### config.mk
export PLATFORM = sky130hd
export DESIGN_NAME = cfalu_fifo
export DESIGN_NICKNAME = d
export VERILOG_FILES = /design/src/rtl/core/cfalu_pkg.sv /design/src/rtl/core/cfalu_fifo.sv
export SDC_FILE = /design/constraint.sdc
export NUM_CORES = 1
export LEC_CHECK = 0
export ABC_AREA = 1
export ABC_CLOCK_PERIOD_IN_PS = 14350
export BUFFER_PORTS_ARGS = -buffer_cell sky130_fd_sc_hd__buf_2
export CAP_MARGIN = 20
export CORE_MARGIN = 4
export CORE_UTILIZATION = 34
export CTS_BUF_LIST = sky130_fd_sc_hd__clkbuf_8
export DETAILED_ROUTE_END_ITERATION = 7
export REMOVE_ABC_BUFFERS = 1
export SYNTH_ARGS = -nofsm -noshare
export SYNTH_HDL_FRONTEND = slang
export SYNTH_SLANG_ARGS = --single-unit
### constraint.sdc
create_clock -name clk -period 14.35 [get_ports clk]
set_input_delay 0.7175 -clock clk [delete_from_list [all_inputs] [get_ports clk]]
set_output_delay 0.7175 -clock clk [all_outputs]
set_load 0.02 [all_outputs]
### src/rtl/core/cfalu_pkg.sv
// ----------------------------------------------------------------------------
// cfalu_pkg
// Shared types and opcode constants for the 32/64-bit integer ALU.
// ----------------------------------------------------------------------------
package cfalu_pkg;

    // one quotient bit per divider stage, 64-bit dividend
    localparam int unsigned DivStages = 64;

    typedef enum logic [5:0] {
        OP_MOVE   = 6'd0,  OP_SELECT = 6'd1,  OP_SCAST  = 6'd2,  OP_ZCAST  = 6'd3,
        OP_SEXT8  = 6'd4,  OP_SEXT16 = 6'd5,  OP_ADD    = 6'd6,  OP_SUB    = 6'd7,
        OP_NEG    = 6'd8,  OP_MUL    = 6'd9,  OP_MULHU  = 6'd10, OP_MULHS  = 6'd11,
        OP_DIVU   = 6'd12, OP_DIVS   = 6'd13, OP_MODU   = 6'd14, OP_MODS   = 6'd15,
        OP_AND    = 6'd16, OP_OR     = 6'd17, OP_XOR    = 6'd18, OP_NOT    = 6'd19,
        OP_SLL    = 6'd20, OP_SRL    = 6'd21, OP_SRA    = 6'd22, OP_ROL    = 6'd23,
        OP_ROR    = 6'd24, OP_CLZ    = 6'd25, OP_BSWAP  = 6'd26, OP_SEQ    = 6'd27,
        OP_SLTU   = 6'd28, OP_SLTS   = 6'd29, OP_SGTU   = 6'd30, OP_SGTS   = 6'd31,
        OP_BFEXT  = 6'd32, OP_BFINS  = 6'd33
    } op_t;

    // Operation classes chosen by the front end
    typedef enum logic [1:0] {
        CLS_SIMPLE = 2'd0,
        CLS_MUL    = 2'd1,
        CLS_DIV    = 2'd2
    } cls_t;

    // Decoded item travelling from front end to back end
    typedef struct packed {
        cls_t        cls;
        logic        is_64;
        logic        mul_hi;     // high half wanted
        logic        sgn;        // signed mul/div
        logic        want_rem;   // div: remainder
        logic        div_zero;   // forced zero result
        logic        neg_q;      // negate quotient/remainder
        logic [63:0] a;          // simple result, or mul/div first operand
        logic [63:0] b;
    } dec_t;

endpackage

### src/rtl/core/cfalu_fifo.sv
// ----------------------------------------------------------------------------
// cfalu_fifo
// Short register queue between the front end and the back end.
// ----------------------------------------------------------------------------
module cfalu_fifo (
    input  logic            clk,
    input  logic            rst_n,
    input  logic            wr_en,
    input  cfalu_pkg::dec_t wr_data,
    output logic            full,
    input  logic            rd_en,
    output cfalu_pkg::dec_t rd_data,
    output logic            empty
);
    import cfalu_pkg::*;

    dec_t       mem_reg [4];
    logic [1:0] wp_reg, rp_reg, wp_next, rp_next;
    logic [2:0] cnt_reg, cnt_next;

    assign full    = (cnt_reg == 3'd4);
    assign empty   = (cnt_reg == 3'd0);
    assign rd_data = mem_reg[rp_reg];

    always_comb
    begin
        wp_next  = wp_reg + 2'(wr_en);
        rp_next  = rp_reg + 2'(rd_en);
        cnt_next = cnt_reg + 3'(wr_en) - 3'(rd_en);
    end

    always_ff @(posedge clk)
    begin
        if (wr_en)
            mem_reg[wp_reg] <= wr_data;
    end

    always_ff @(posedge clk or negedge rst_n)
    begin
        if (!rst_n)
        begin
            wp_reg  <= '0;
            rp_reg  <= '0;
            cnt_reg <= '0;
        end
        else
        begin
            wp_reg  <= wp_next;
            rp_reg  <= rp_next;
            cnt_reg <= cnt_next;
        end
    end

endmodule

==> impl_results.md <==
- Number of global-route vias before repair: 14,690
- Number of endpoints with negative hold slack in the final report: 0
- Skew-Pair Late Insertion Delay: 0.68 ns
- Clock tree root driver cell: sky130_fd_sc_hd__clkbuf_8
- TritonCTS clock tree: yes
- Max FFs per register: 544
- Starting density of the core: 0.3434
- Count of unique library cells instantiated by Yosys: 15
- Drc violations: 0
- Main area contributors after synthesis: sky130_fd_sc_hd__edfxtp_1, sky130_fd_sc_hd__nand2_1, sky130_fd_sc_hd__inv_1
- Total net switching power: 2259 uW
- Start point of the critical path: rp_reg[1]
- Req. time, crit path: 13.63 ns
- Max Fclk: 243.4 MHz
- Ports placed on the boundary: 278
- Reg clk slew, reported paths: 0.07 ns
- Worst R2R Start: wp_reg[1]
- Die Span Y: 268.7 um
- Worst setup EP type: output port
- Initial DRT Pass Iterations: 5
- CP Class: reg2out
- Number of slew-limit violations in the final report: 0
- Area used by multi-input combinational logic: 0.004075 mm2
- Average cell area after synthesis: 10.67 um2
- Number of nets in the final layout: 2,615
- Minimum setup slack after placement: 10.85 ns
- Worst hold path class: in2reg
- Total number of H-tree levels: 3
- Routed WL per cell: 15.53 um
- Die outline area: 0.07219 mm2
- Final setup violation count: 0
- Cell count of the worst reg-to-reg path: 4
- Portion of the clock cycle consumed by the worst path in the final layout: 0.2863
- Sum of overflow across all layers after global routing: 0
- # Post-CTS Setup Buffers: 0
- Type of origin of the critical path: flop
- Result of the run: finished clean
- Resize count post-CTS: 0
- Leak pwr: 0.01258 uW
- Gpl congestion: 0.7247
- Sequential cell area fraction in the yosys report: 0.7146
- Hold-fix buffers, CTS: 1
- Worst reg-to-reg setup slack: 11.68 ns
- Share of the synthesized area in the top cell type: 0.7070
- Total negative slack for setup checks: 0 ns
- Detail-routed via count per cell: 4.365
- Worst flop-to-flop path endpoint: mem_reg[2][89]
- Number of filler cells placed in the layout: 6,422
- Clock tree buffer depth: 3
- Design area: 0.02702 mm2
- Worst slew margin: 0.2627
- Clock power share: 0.225
- Total half-perimeter wirelength after legalization and detailed placement: 29,640 um
- Total of warnings raised by yosys: 0
- IR Drop Worst-Case VDD: 0.1120 mV
- Die outline width: 268.7 um
- Detailed Route WL: 53,190 um
- Core Area: 0.06728 mm2
- Wire length of the first global-routing pass: 80,210 um
- Sequential power share: 0.395
- Post-detailed-placement cell area: 0.02532 mm2
- Count of maximum capacitance violations: 0
- Maximum number of pins on one net before global-route repair: 97
- Final critical delay including setup and external delays: 4.109 ns
- Leading cell type in the layout, fill and taps excluded: sky130_fd_sc_hd__nand2_1
- Number of DRC violations after detailed-routing iteration 0: 680
- Power density over the cells: 206.7 mW/mm2
- Number of synthesized register bits: 551
- Register area: 0.01652 mm2
- Most frequent cells in the layout: sky130_fd_sc_hd__nand2_1, sky130_fd_sc_hd__inv_1, sky130_fd_sc_hd__edfxtp_1, sky130_fd_sc_hd__buf_2, sky130_fd_sc_hd__nand3_1
- Internal cell power: 3326 uW
- Number of sinks driven by the clock tree: 551
- Initial antenna violation count: 14
- Portion of total power attributed to combinational logic: 0.380
- Transition time of the tightest slew-check pin: 1.106 ns
- Worst Hold Slack: 0.2516 ns
- Fraction of final layout cells with drive strength greater than 1: 0.1640
- Placed cell count: 3,247
- Via Count: 14,950
- Area leader, netlist: sky130_fd_sc_hd__edfxtp_1
- Switching portion of total power: 0.4045
- CP Data Arrival Time: 3.39 ns
- Number of nets with antenna violations after detailed routing: 0
- Total CTS buffers: 93
- Total number of placement rows: 95
- Hold_sp: wr_data[56]
- Netlist area before placement: 0.02310 mm2
- I/O Buffers: 277
- Count of mapped cells out of synthesis: 2,166
- Total global routing track utilization: 0.1439
- Unrepaired setup endpoints after global routing: no
- Non-filler cells in the finished layout: 3,424
- Critical Path End: rd_data[108]
- Largest driver fanout on the critical path: 74
- Area added between synthesis and finish: 16.93%
- Largest clock skew in the final design: 0.05326 ns
- Post-route setup slack: 10.24 ns
[layer usage]
metal / wire length (um) / up-vias / global-route usage / part of all wire
met5: 66 / - / 0 / 0.0012
met4: 1752 / 12 / 0.05567 / 0.033
met3: 3386 / 124 / 0.04197 / 0.064
met2: 25550 / 346 / 0.2417 / 0.48
met1: 22430 / 7081 / 0.1763 / 0.42
li1: - / 7382 / - / -
[critical path: stages, from the launching register on]
cell and delay [ns]:
sky130_fd_sc_hd__dfrtp_4 0.66, sky130_fd_sc_hd__inv_6 0.54, sky130_fd_sc_hd__buf_4 0.91, sky130_fd_sc_hd__nand3_1 0.18
sky130_fd_sc_hd__nand2_1 0.12, sky130_fd_sc_hd__buf_2 0.17
[worst min path at each step]
| stage | end | cells after the start |
|---|---|---|
| floorplan | cnt_reg[0] | 0 |
| global placement | cnt_reg[2] | 2 |
| detailed placement | cnt_reg[2] | 2 |
| CTS | mem_reg[2][56] | 1 |
| global route | mem_reg[0][56] | 1 |
| finish | mem_reg[0][56] | 1 |
[cells in the mapped netlist]
| cell type | n |
|---|---|
| sky130_fd_sc_hd__nand2_1 | 685 |
| sky130_fd_sc_hd__inv_1 | 553 |
| sky130_fd_sc_hd__edfxtp_1 | 544 |
| sky130_fd_sc_hd__nand3_1 | 273 |
| sky130_fd_sc_hd__buf_2 | 61 |
| sky130_fd_sc_hd__buf_4 | 10 |
| sky130_fd_sc_hd__clkbuf_1 | 9 |
| sky130_fd_sc_hd__buf_1 | 8 |
| sky130_fd_sc_hd__dfrtp_1 | 7 |
| sky130_fd_sc_hd__nor3_1 | 6 |
| sky130_fd_sc_hd__ha_1 | 4 |
| sky130_fd_sc_hd__inv_2 | 2 |
| sky130_fd_sc_hd__xor2_1 | 2 |
| sky130_fd_sc_hd__buf_6 | 1 |
| sky130_fd_sc_hd__fa_1 | 1 |
[area by class of cell]
| type | instances | share of cell area |
|---|---|---|
| Antenna cell | 9 | 0.0008336 |
| Inverter | 555 | 0.07758 |
| Clock buffer | 93 | 0.04738 |
| Tap cell | 873 | 0.04043 |
| Multi-Input combinational cell | 971 | 0.1508 |
| Sequential cell | 551 | 0.6114 |
| Timing Repair Buffer | 298 | 0.05724 |
| Clock inverter | 74 | 0.01426 |
[per-stage QoR]
step                        util  total power (uW)
after floorplan                -              3763
after global placement    0.3763              4378
after detailed placement  0.3763              4408
after CTS                 0.4012              5693
after global routing      0.4014              5975
final                     0.4016              5585
[power groups by stage]
stage                     logic, uW  clock network (uW)  registers (uW)
after global placement         2150                   0            2230
final                          2120                1260            2210
after CTS                      2180                1310            2210
after floorplan                1350                   0            2410
after global routing           2360                1380            2230
after detailed placement       2170                   0            2240
[cell families (layout without fill, tap and decap cells)]
family | after synthesis | after routing | synth area share
buffers and inverters | 644 | 1020 | 0.1099
other | 0 | 9 | 0
and+or+nand+nor | 964 | 964 | 0.1717
DFF | 551 | 551 | 0.7146
adders and majority gates | 5 | 5 | 0.003033
xor gates and xnor gates | 2 | 2 | 0.0007583
Power figures use the tool's default switching activity.
