`config.mk`:
```
export PLATFORM = sky130hd
export DESIGN_NAME = cfalu_front
export DESIGN_NICKNAME = d
export VERILOG_FILES = /design/src/rtl/core/cfalu_pkg.sv /design/src/rtl/core/cfalu_front.sv
export SDC_FILE = /design/constraint.sdc
export NUM_CORES = 2
export LEC_CHECK = 0
export ABC_AREA = 1
export BUFFER_PORTS_ARGS = -buffer_cell sky130_fd_sc_hd__buf_2
export CORE_MARGIN = 2
export CORE_UTILIZATION = 41
export DETAILED_ROUTE_END_ITERATION = 8
export PLACE_DENSITY = 0.64
export SLEW_MARGIN = 20
export SYNTH_ARGS = -nofsm -noshare
export SYNTH_HDL_FRONTEND = slang
export SYNTH_SLANG_ARGS = --single-unit
```
`constraint.sdc`:
```
create_clock -name vclk -period 12.7
set_input_delay 3.175 -clock vclk [all_inputs]
set_output_delay 3.175 -clock vclk [all_outputs]
set_load 0.02 [all_outputs]
```
`src/rtl/core/cfalu_pkg.sv`:
```
// ----------------------------------------------------------------------------
// cfalu_pkg
// Shared types and opcode constants for the 32/64-bit integer ALU.
// ----------------------------------------------------------------------------
package cfalu_pkg;

    // one quotient bit per divider stage, 64-bit dividend
    localparam int unsigned DivStages = 64;

    typedef enum logic [5:0] {
        OP_MOVE   = 6'd0,  OP_SELECT = 6'd1,  OP_SCAST  = 6'd2,  OP_ZCAST  = 6'd3,
        OP_SEXT8  = 6'd4,  OP_SEXT16 = 6'd5,  OP_ADD    = 6'd6,  OP_SUB    = 6'd7,
        OP_NEG    = 6'd8,  OP_MUL    = 6'd9,  OP_MULHU  = 6'd10, OP_MULHS  = 6'd11,
        OP_DIVU   = 6'd12, OP_DIVS   = 6'd13, OP_MODU   = 6'd14, OP_MODS   = 6'd15,
        OP_AND    = 6'd16, OP_OR     = 6'd17, OP_XOR    = 6'd18, OP_NOT    = 6'd19,
        OP_SLL    = 6'd20, OP_SRL    = 6'd21, OP_SRA    = 6'd22, OP_ROL    = 6'd23,
        OP_ROR    = 6'd24, OP_CLZ    = 6'd25, OP_BSWAP  = 6'd26, OP_SEQ    = 6'd27,
        OP_SLTU   = 6'd28, OP_SLTS   = 6'd29, OP_SGTU   = 6'd30, OP_SGTS   = 6'd31,
        OP_BFEXT  = 6'd32, OP_BFINS  = 6'd33
    } op_t;

    // Operation classes chosen by the front end
    typedef enum logic [1:0] {
        CLS_SIMPLE = 2'd0,
        CLS_MUL    = 2'd1,
        CLS_DIV    = 2'd2
    } cls_t;

    // Decoded item travelling from front end to back end
    typedef struct packed {
        cls_t        cls;
        logic        is_64;
        logic        mul_hi;     // high half wanted
        logic        sgn;        // signed mul/div
        logic        want_rem;   // div: remainder
        logic        div_zero;   // forced zero result
        logic        neg_q;      // negate quotient/remainder
        logic [63:0] a;          // simple result, or mul/div first operand
        logic [63:0] b;
    } dec_t;

endpackage

```
`src/rtl/core/cfalu_front.sv`:
```
// ----------------------------------------------------------------------------
// cfalu_front
// Decodes an item, computes the simple operations and classifies the
// rest for the multiply and divide back end.
// ----------------------------------------------------------------------------
module cfalu_front (
    input  logic              [5:0]  mode,
    input  logic                     is_64,
    input  logic              [63:0] operand_a,
    input  logic              [63:0] operand_b,
    input  logic              [63:0] operand_c,
    input  logic              [5:0]  field_start,
    input  logic              [5:0]  field_count,
    output cfalu_pkg::dec_t          dec
);
    import cfalu_pkg::*;

    logic [63:0] wm, ua, ub, sa, sb, r, fm, bm, sra_v, rot_v, rl_v;
    logic [5:0]  sh, rsh, ln;
    logic [6:0]  wid;
    logic        start_ok, na, nb, minv;
    logic [63:0] ma, mb;

    always_comb
    begin
        wm    = is_64 ? 64'hFFFF_FFFF_FFFF_FFFF : 64'h0000_0000_FFFF_FFFF;
        wid   = is_64 ? 7'd64 : 7'd32;
        ua    = operand_a & wm;
        ub    = operand_b & wm;
        sa    = is_64 ? operand_a : {{32{operand_a[31]}}, operand_a[31:0]};
        sb    = is_64 ? operand_b : {{32{operand_b[31]}}, operand_b[31:0]};
        sh    = is_64 ? operand_b[5:0] : {1'b0, operand_b[4:0]};
        rsh   = is_64 ? (6'd0 - operand_b[5:0]) : {1'b0, 5'(5'd0 - operand_b[4:0])};
        sra_v = $unsigned($signed(sa) >>> sh);
        rl_v  = '0;
        rot_v = '0;
        ln    = '0;
        r     = '0;
        dec   = '0;
        dec.is_64 = is_64;

        start_ok = ({1'b0, field_start} < wid);
        fm = ({1'b0, field_count} >= wid) ? wm : ((64'd1 << field_count) - 64'd1);
        bm = start_ok ? ((fm << field_start) & wm) : 64'd0;

        na = sa[63];
        nb = sb[63];
        ma = na ? (64'd0 - sa) : sa;
        mb = nb ? (64'd0 - sb) : sb;
        minv = is_64 ? (operand_a == 64'h8000_0000_0000_0000)
                     : (operand_a[31:0] == 32'h8000_0000);

        case (mode)
            OP_MOVE:   r = operand_a;
            OP_SELECT: r = (operand_c != 64'd0) ? operand_a : operand_b;
            OP_SCAST:  r = sa;
            OP_ZCAST:  r = ua;
            OP_SEXT8:  r = {{56{operand_a[7]}}, operand_a[7:0]};
            OP_SEXT16: r = {{48{operand_a[15]}}, operand_a[15:0]};
            OP_ADD:    r = operand_a + operand_b;
            OP_SUB:    r = operand_a - operand_b;
            OP_NEG:    r = 64'd0 - operand_a;
            OP_AND:    r = operand_a & operand_b;
            OP_OR:     r = operand_a | operand_b;
            OP_XOR:    r = operand_a ^ operand_b;
            OP_NOT:    r = ~operand_a;
            OP_SLL:    r = ua << sh;
            OP_SRL:    r = ua >> sh;
            OP_SRA:    r = sra_v;
            OP_ROL, OP_ROR:
            begin
                rl_v = (mode == OP_ROL) ? {58'd0, rsh} : {58'd0, sh};
                if (is_64)
                    rot_v = (ua >> rl_v[5:0]) | (ua << (7'd64 - {1'b0, rl_v[5:0]}));
                else
                    rot_v = {32'd0, (ua[31:0] >> rl_v[4:0])
                                  | 32'(ua[31:0] << (6'd32 - {1'b0, rl_v[4:0]}))};
                r = (rl_v[5:0] == 6'd0) ? ua : rot_v;
            end
            OP_CLZ:
            begin
                ln = 6'd0;
                for (int i = 0; i < 64; i++)
                    if (ua[i]) ln = 6'(63 - i);
                r = (ua == 64'd0) ? {57'd0, wid} :
                    (is_64 ? {58'd0, ln} : {58'd0, 6'(ln - 6'd32)});
            end
            OP_BSWAP:
            begin
                for (int i = 0; i < 8; i++)
                    r[8*i +: 8] = ua[56 - 8*i +: 8];
                if (!is_64)
                    r = {32'd0, ua[7:0], ua[15:8], ua[23:16], ua[31:24]};
            end
            OP_SEQ:    r = {63'd0, ua == ub};
            OP_SLTU:   r = {63'd0, ua < ub};
            OP_SLTS:   r = {63'd0, $signed(sa) < $signed(sb)};
            OP_SGTU:   r = {63'd0, ua > ub};
            OP_SGTS:   r = {63'd0, $signed(sb) < $signed(sa)};
            OP_BFEXT:  r = start_ok ? ((ua >> field_start) & fm) : 64'd0;
            OP_BFINS:  r = (operand_a & ~bm) | ((operand_b << field_start) & bm);
            OP_MUL, OP_MULHU, OP_MULHS:
            begin
                dec.cls    = CLS_MUL;
                dec.mul_hi = (mode != OP_MUL);
                dec.sgn    = (mode == OP_MULHS);
            end
            OP_DIVU, OP_MODU, OP_DIVS, OP_MODS:
            begin
                dec.cls      = CLS_DIV;
                dec.want_rem = (mode == OP_MODU) || (mode == OP_MODS);
                dec.sgn      = (mode == OP_DIVS) || (mode == OP_MODS);
            end
            default:   r = 64'd0;
        endcase

        if (dec.cls == CLS_SIMPLE)
        begin
            // casts keep their full width
            dec.a = ((mode == OP_SCAST) || (mode == OP_ZCAST)) ? r : (r & wm);
        end
        else if (dec.cls == CLS_MUL)
        begin
            dec.a = operand_a;
            dec.b = operand_b;
        end
        else if (dec.sgn)
        begin
            dec.a        = ma;
            dec.b        = mb;
            dec.div_zero = (ub == 64'd0) || (minv && (sb == '1));
            dec.neg_q    = dec.want_rem ? na : (na != nb);
        end
        else
        begin
            dec.a        = ua;
            dec.b        = ub;
            dec.div_zero = (ub == 64'd0);
        end
    end

endmodule

```
==> reports/qor.txt, run 1 <==
Placed Cells -> 12200
Row count -> 129
Post-synthesis instance area -> 50900 um2
Status -> aborted with a tool error
Last step reached -> 5_1_grt
Net Count, Synth -> 10700
GRT overflow -> 94
Number of gates resized after cts -> 5
Cell types with the largest area share after synthesis -> sky130_fd_sc_hd__nand2_1 20%, sky130_fd_sc_hd__o21ai_0 18%, sky130_fd_sc_hd__ha_1 8.0%, sky130_fd_sc_hd__inv_1 6.9%, sky130_fd_sc_hd__nor2_1 6.8%
Post-synthesis cell type with the largest combined area -> sky130_fd_sc_hd__nand2_1
Overall die width -> 356 um
I/O pins -> 347
Placer's final routability congestion estimate -> 1.33
Y dimension of the die -> 356 um
Number of global-route vias before repair -> 83800
Final HPWL from detailed placement -> 373 mm
List of most frequent post-synthesis cells -> 2725 x sky130_fd_sc_hd__nand2_1, 1796 x sky130_fd_sc_hd__o21ai_0, 934 x sky130_fd_sc_hd__inv_1
Gr usage total -> 0.768
Count of buffers added by post-CTS timing repair for setup -> 0
Wire length of the first global-routing pass -> 696 mm
Sequential fraction of the synthesis area -> 0
Log Error -> [ERROR GRT-0116] Global routing finished with congestion. Check the congestion regions in the DRC Viewer.
Count of warnings emitted by yosys -> 0
Most frequent cell after synthesis -> sky130_fd_sc_hd__nand2_1
Number of buffers inserted for hold repair after clock tree synthesis -> 0
Synthesized instance count -> 10200
Largest net degree at the start of global routing -> 154
Initial Utilization -> 0.412
Per-instance average area after synthesis -> 5.00 um2
Port buffer count -> 347
Count of unique library cells instantiated by Yosys -> 77
Share of the synthesized area in the top cell type -> 0.201
-- through the flow --
stage	setup TNS [ns]	cell area, um2	hold slack (ns)	setup WS [ns]
after detailed placement	-0.305	58000	6.85	-0.154
after floorplan	0	50900	6.46	0.0218
after global placement	-0.341	58000	6.83	-0.164
after CTS	0	58000	6.85	0.0193
-- routing by layer --
metal	track usage	overflow
met4	0.753	45
met1	0.789	0
met2	0.919	48
met3	0.605	1
met5	0.335	0
-- kinds of logic after synthesis --
group	count (synthesis)	synth area share
adders and majority gates	326	0.0803
and+or+nand+nor	4429	0.355
muxes	155	0.0305
buffers and inverters	1765	0.131
xor gates and xnor gates	129	0.0222
AOI/OAI and AO/OA	3368	0.381
==> run 2: changes to the inputs <==
--- a/config.mk
+++ b/config.mk
@@ -8,9 +8,9 @@
 export ABC_AREA = 1
 export BUFFER_PORTS_ARGS = -buffer_cell sky130_fd_sc_hd__buf_2
 export CORE_MARGIN = 2
-export CORE_UTILIZATION = 41
+export CORE_UTILIZATION = 26
 export DETAILED_ROUTE_END_ITERATION = 8
-export PLACE_DENSITY = 0.64
+export PLACE_DENSITY_LB_ADDON = 0.15
 export SLEW_MARGIN = 20
 export SYNTH_ARGS = -nofsm -noshare
 export SYNTH_HDL_FRONTEND = slang
==> constraint.sdc (replaced) <==
create_clock -name vclk -period 16.5
set_input_delay 4.125 -clock vclk [all_inputs]
set_output_delay 4.125 -clock vclk [all_outputs]
set_load 0.02 [all_outputs]
==> run 2 against run 1 <==
Compared with the run above:
- the flow now finishes without violations
- synthesized cell count unchanged
- area after synthesis unchanged
==> reports/qor.txt, run 2 <==
Y dimension of the die -> 446 um (+25%)
Required @ worst endpoint -> 12.38 ns
Ratio of final minimum period to clock period -> 0.975
CLK BUF -> 0
Most common library cell in the layout ignoring fill and taps -> sky130_fd_sc_hd__nand2_1
Overall die width -> 446 um (+25%)
Cell types with the largest area share after synthesis -> sky130_fd_sc_hd__nand2_1 20%, sky130_fd_sc_hd__o21ai_0 18%, sky130_fd_sc_hd__ha_1 8.0%, sky130_fd_sc_hd__inv_1 6.9%, sky130_fd_sc_hd__nor2_1 6.8%
Setup WS post-layout -> 0.416 ns
Cell repeated most along the worst path -> sky130_fd_sc_hd__nand2_1
Placer's final routability congestion estimate -> 1.16 (-13%)
Hold Crit Class -> in -> out
Share of cells above drive strength 1 -> 0.105
Post-synthesis instance area -> 50900 um2 (unchanged)
Final routed wirelength across all metal layers -> 577 mm
Max stage delay cell, worst path -> sky130_fd_sc_hd__or4_1
Worst Tran Pin Value -> 1.42 ns
DP Worst Slack -> 0.643 ns (+0.798 ns)
Syn-to-layout area delta -> 14.0%
# nets final -> 10800
Final routed DRC violation total -> 0
Per-instance average area after synthesis -> 5.00 um2 (unchanged)
Number of violations of the max-capacitance limit -> 0
Number of buffers inserted for hold repair after clock tree synthesis -> 0 (unchanged)
Vias per inst -> 6.66
Count of warnings emitted by yosys -> 0 (unchanged)
Sequential fraction of the synthesis area -> 0 (unchanged)
Combined flip-flop and latch cell area -> 0 um2
Most used cells in the layout excluding fill and tap cells -> 2718 x sky130_fd_sc_hd__nand2_1, 1759 x sky130_fd_sc_hd__o21ai_0, 923 x sky130_fd_sc_hd__inv_1
Row count -> 162 (+26%)
Port buffer count -> 347 (unchanged)
Core Region -> 195000 um2
Status -> completed
Gr usage total -> 0.558
Clock period minus final worst setup slack -> 16.08 ns
Most frequent cell after synthesis -> sky130_fd_sc_hd__nand2_1
Post-synthesis cell type with the largest combined area -> sky130_fd_sc_hd__nand2_1
Largest fanout of any net on the critical path -> 25
Final setup violation count -> 0
Count of endpoints failing hold in the final timing report -> 0
Kind of start point of the critical path -> input port
Synthesized instance count -> 10200 (unchanged)
Antenna violations before repair -> 127
Count of unique library cells instantiated by Yosys -> 77 (unchanged)
Largest net degree at the start of global routing -> 142
Number of vias in the routed layout -> 86700
Worst path arrival time -> 11.96 ns
Routed length per placed instance -> 44.3 um
Highest clock rate -> 62.2 MHz
Wire length of the first global-routing pass -> 748 mm
Sequential cell count of the final layout -> 0
GRT overflow -> 0
Net Count, Synth -> 10700 (unchanged)
Share of the synthesized area in the top cell type -> 0.201 (unchanged)
Die area -> 199000 um2
List of most frequent post-synthesis cells -> 2725 x sky130_fd_sc_hd__nand2_1, 1796 x sky130_fd_sc_hd__o21ai_0, 934 x sky130_fd_sc_hd__inv_1
I/O pins -> 347 (unchanged)
Count of nets left with antenna violations after detail routing -> 0
TritonRoute pass-1 iters -> 9
Count of filler cells inserted in the layout -> 23200
Placed Cells -> 12900 (+6.2%)
Non-Filler Instances -> 13000
Sum Neg Setup Slack -> 0 ns
Final HPWL from detailed placement -> 459 mm (+23%)
Number of global-route vias before repair -> 77400
Initial Utilization -> 0.261 (-0.151)
Slew Limit Fails -> 0
Category of the most critical setup path -> in -> out
Endpoint class of the critical path -> output pin
Drt initial violations -> 15500
Worst slack on hold paths -> 8.78 ns
Peak per-stage delay on the critical path -> 0.50 ns
Worst-case headroom to the max-slew limit -> 0.0441
==> run 2: cell counts after synthesis <==
No cell type changed its count.
==> run 2: layout make-up <==
type,count,area (um2),share of cell area
multi-input combinational,8407,44600,0.768
timing repair buffer,896,6180,0.106
inverter,1001,3780,0.0652
tap,2624,3280,0.0566
antenna,80,200,0.00345
==> run 2: worst paths after layout <==
check / start / end / slack (ns) / cells past startpoint
hold / removal: operand_b[4] / dec[4] / 8.78 / 4
setup / recovery: operand_b[2] / dec[126] / 0.42 / 41
==> run 2: what timing repair did <==
action	in CTS	in global routing
gates resized for setup	0	3
endpoints found under the setup margin	0	11
setup buffers	0	0
==> run 2: worst max-delay path: cells and delay by family <==
family	cells	cell delay, ns
simple gates	23	4.07
fa+ha+maj	1	0.34
buf+inv	7	1.15
compound gates	8	1.68
xor+xnor	2	0.54
==> run 2: routing by layer <==
layer	GRT usage	share of wire
met3	0.257	0.13
met5	0.0203	0.0017
met4	0.549	0.12
met2	0.774	0.39
met1	0.614	0.35
==> run 2: stage by stage <==
| step | cell area (um2) | utilization |
|---|---|---|
| after CTS | 57600 | 0.296 |
| after floorplan | 50900 | - |
| final | 58000 | 0.298 |
| after detailed placement | 57600 | 0.296 |
| after global placement | 57600 | 0.296 |
| after global routing | 57900 | 0.297 |
==> run 2: kinds of logic (layout without fill, tap and decap cells) <==
family | after synthesis | in the layout | synth area share
buffers and inverters | 1765 | 1897 | 0.131
muxes | 155 | 155 | 0.0305
and+or+nand+nor | 4429 | 4429 | 0.355
other | 0 | 80 | 0
xor gates and xnor gates | 129 | 129 | 0.0222
adders and majority gates | 326 | 326 | 0.0803
AOI/OAI and AO/OA | 3368 | 3368 | 0.381
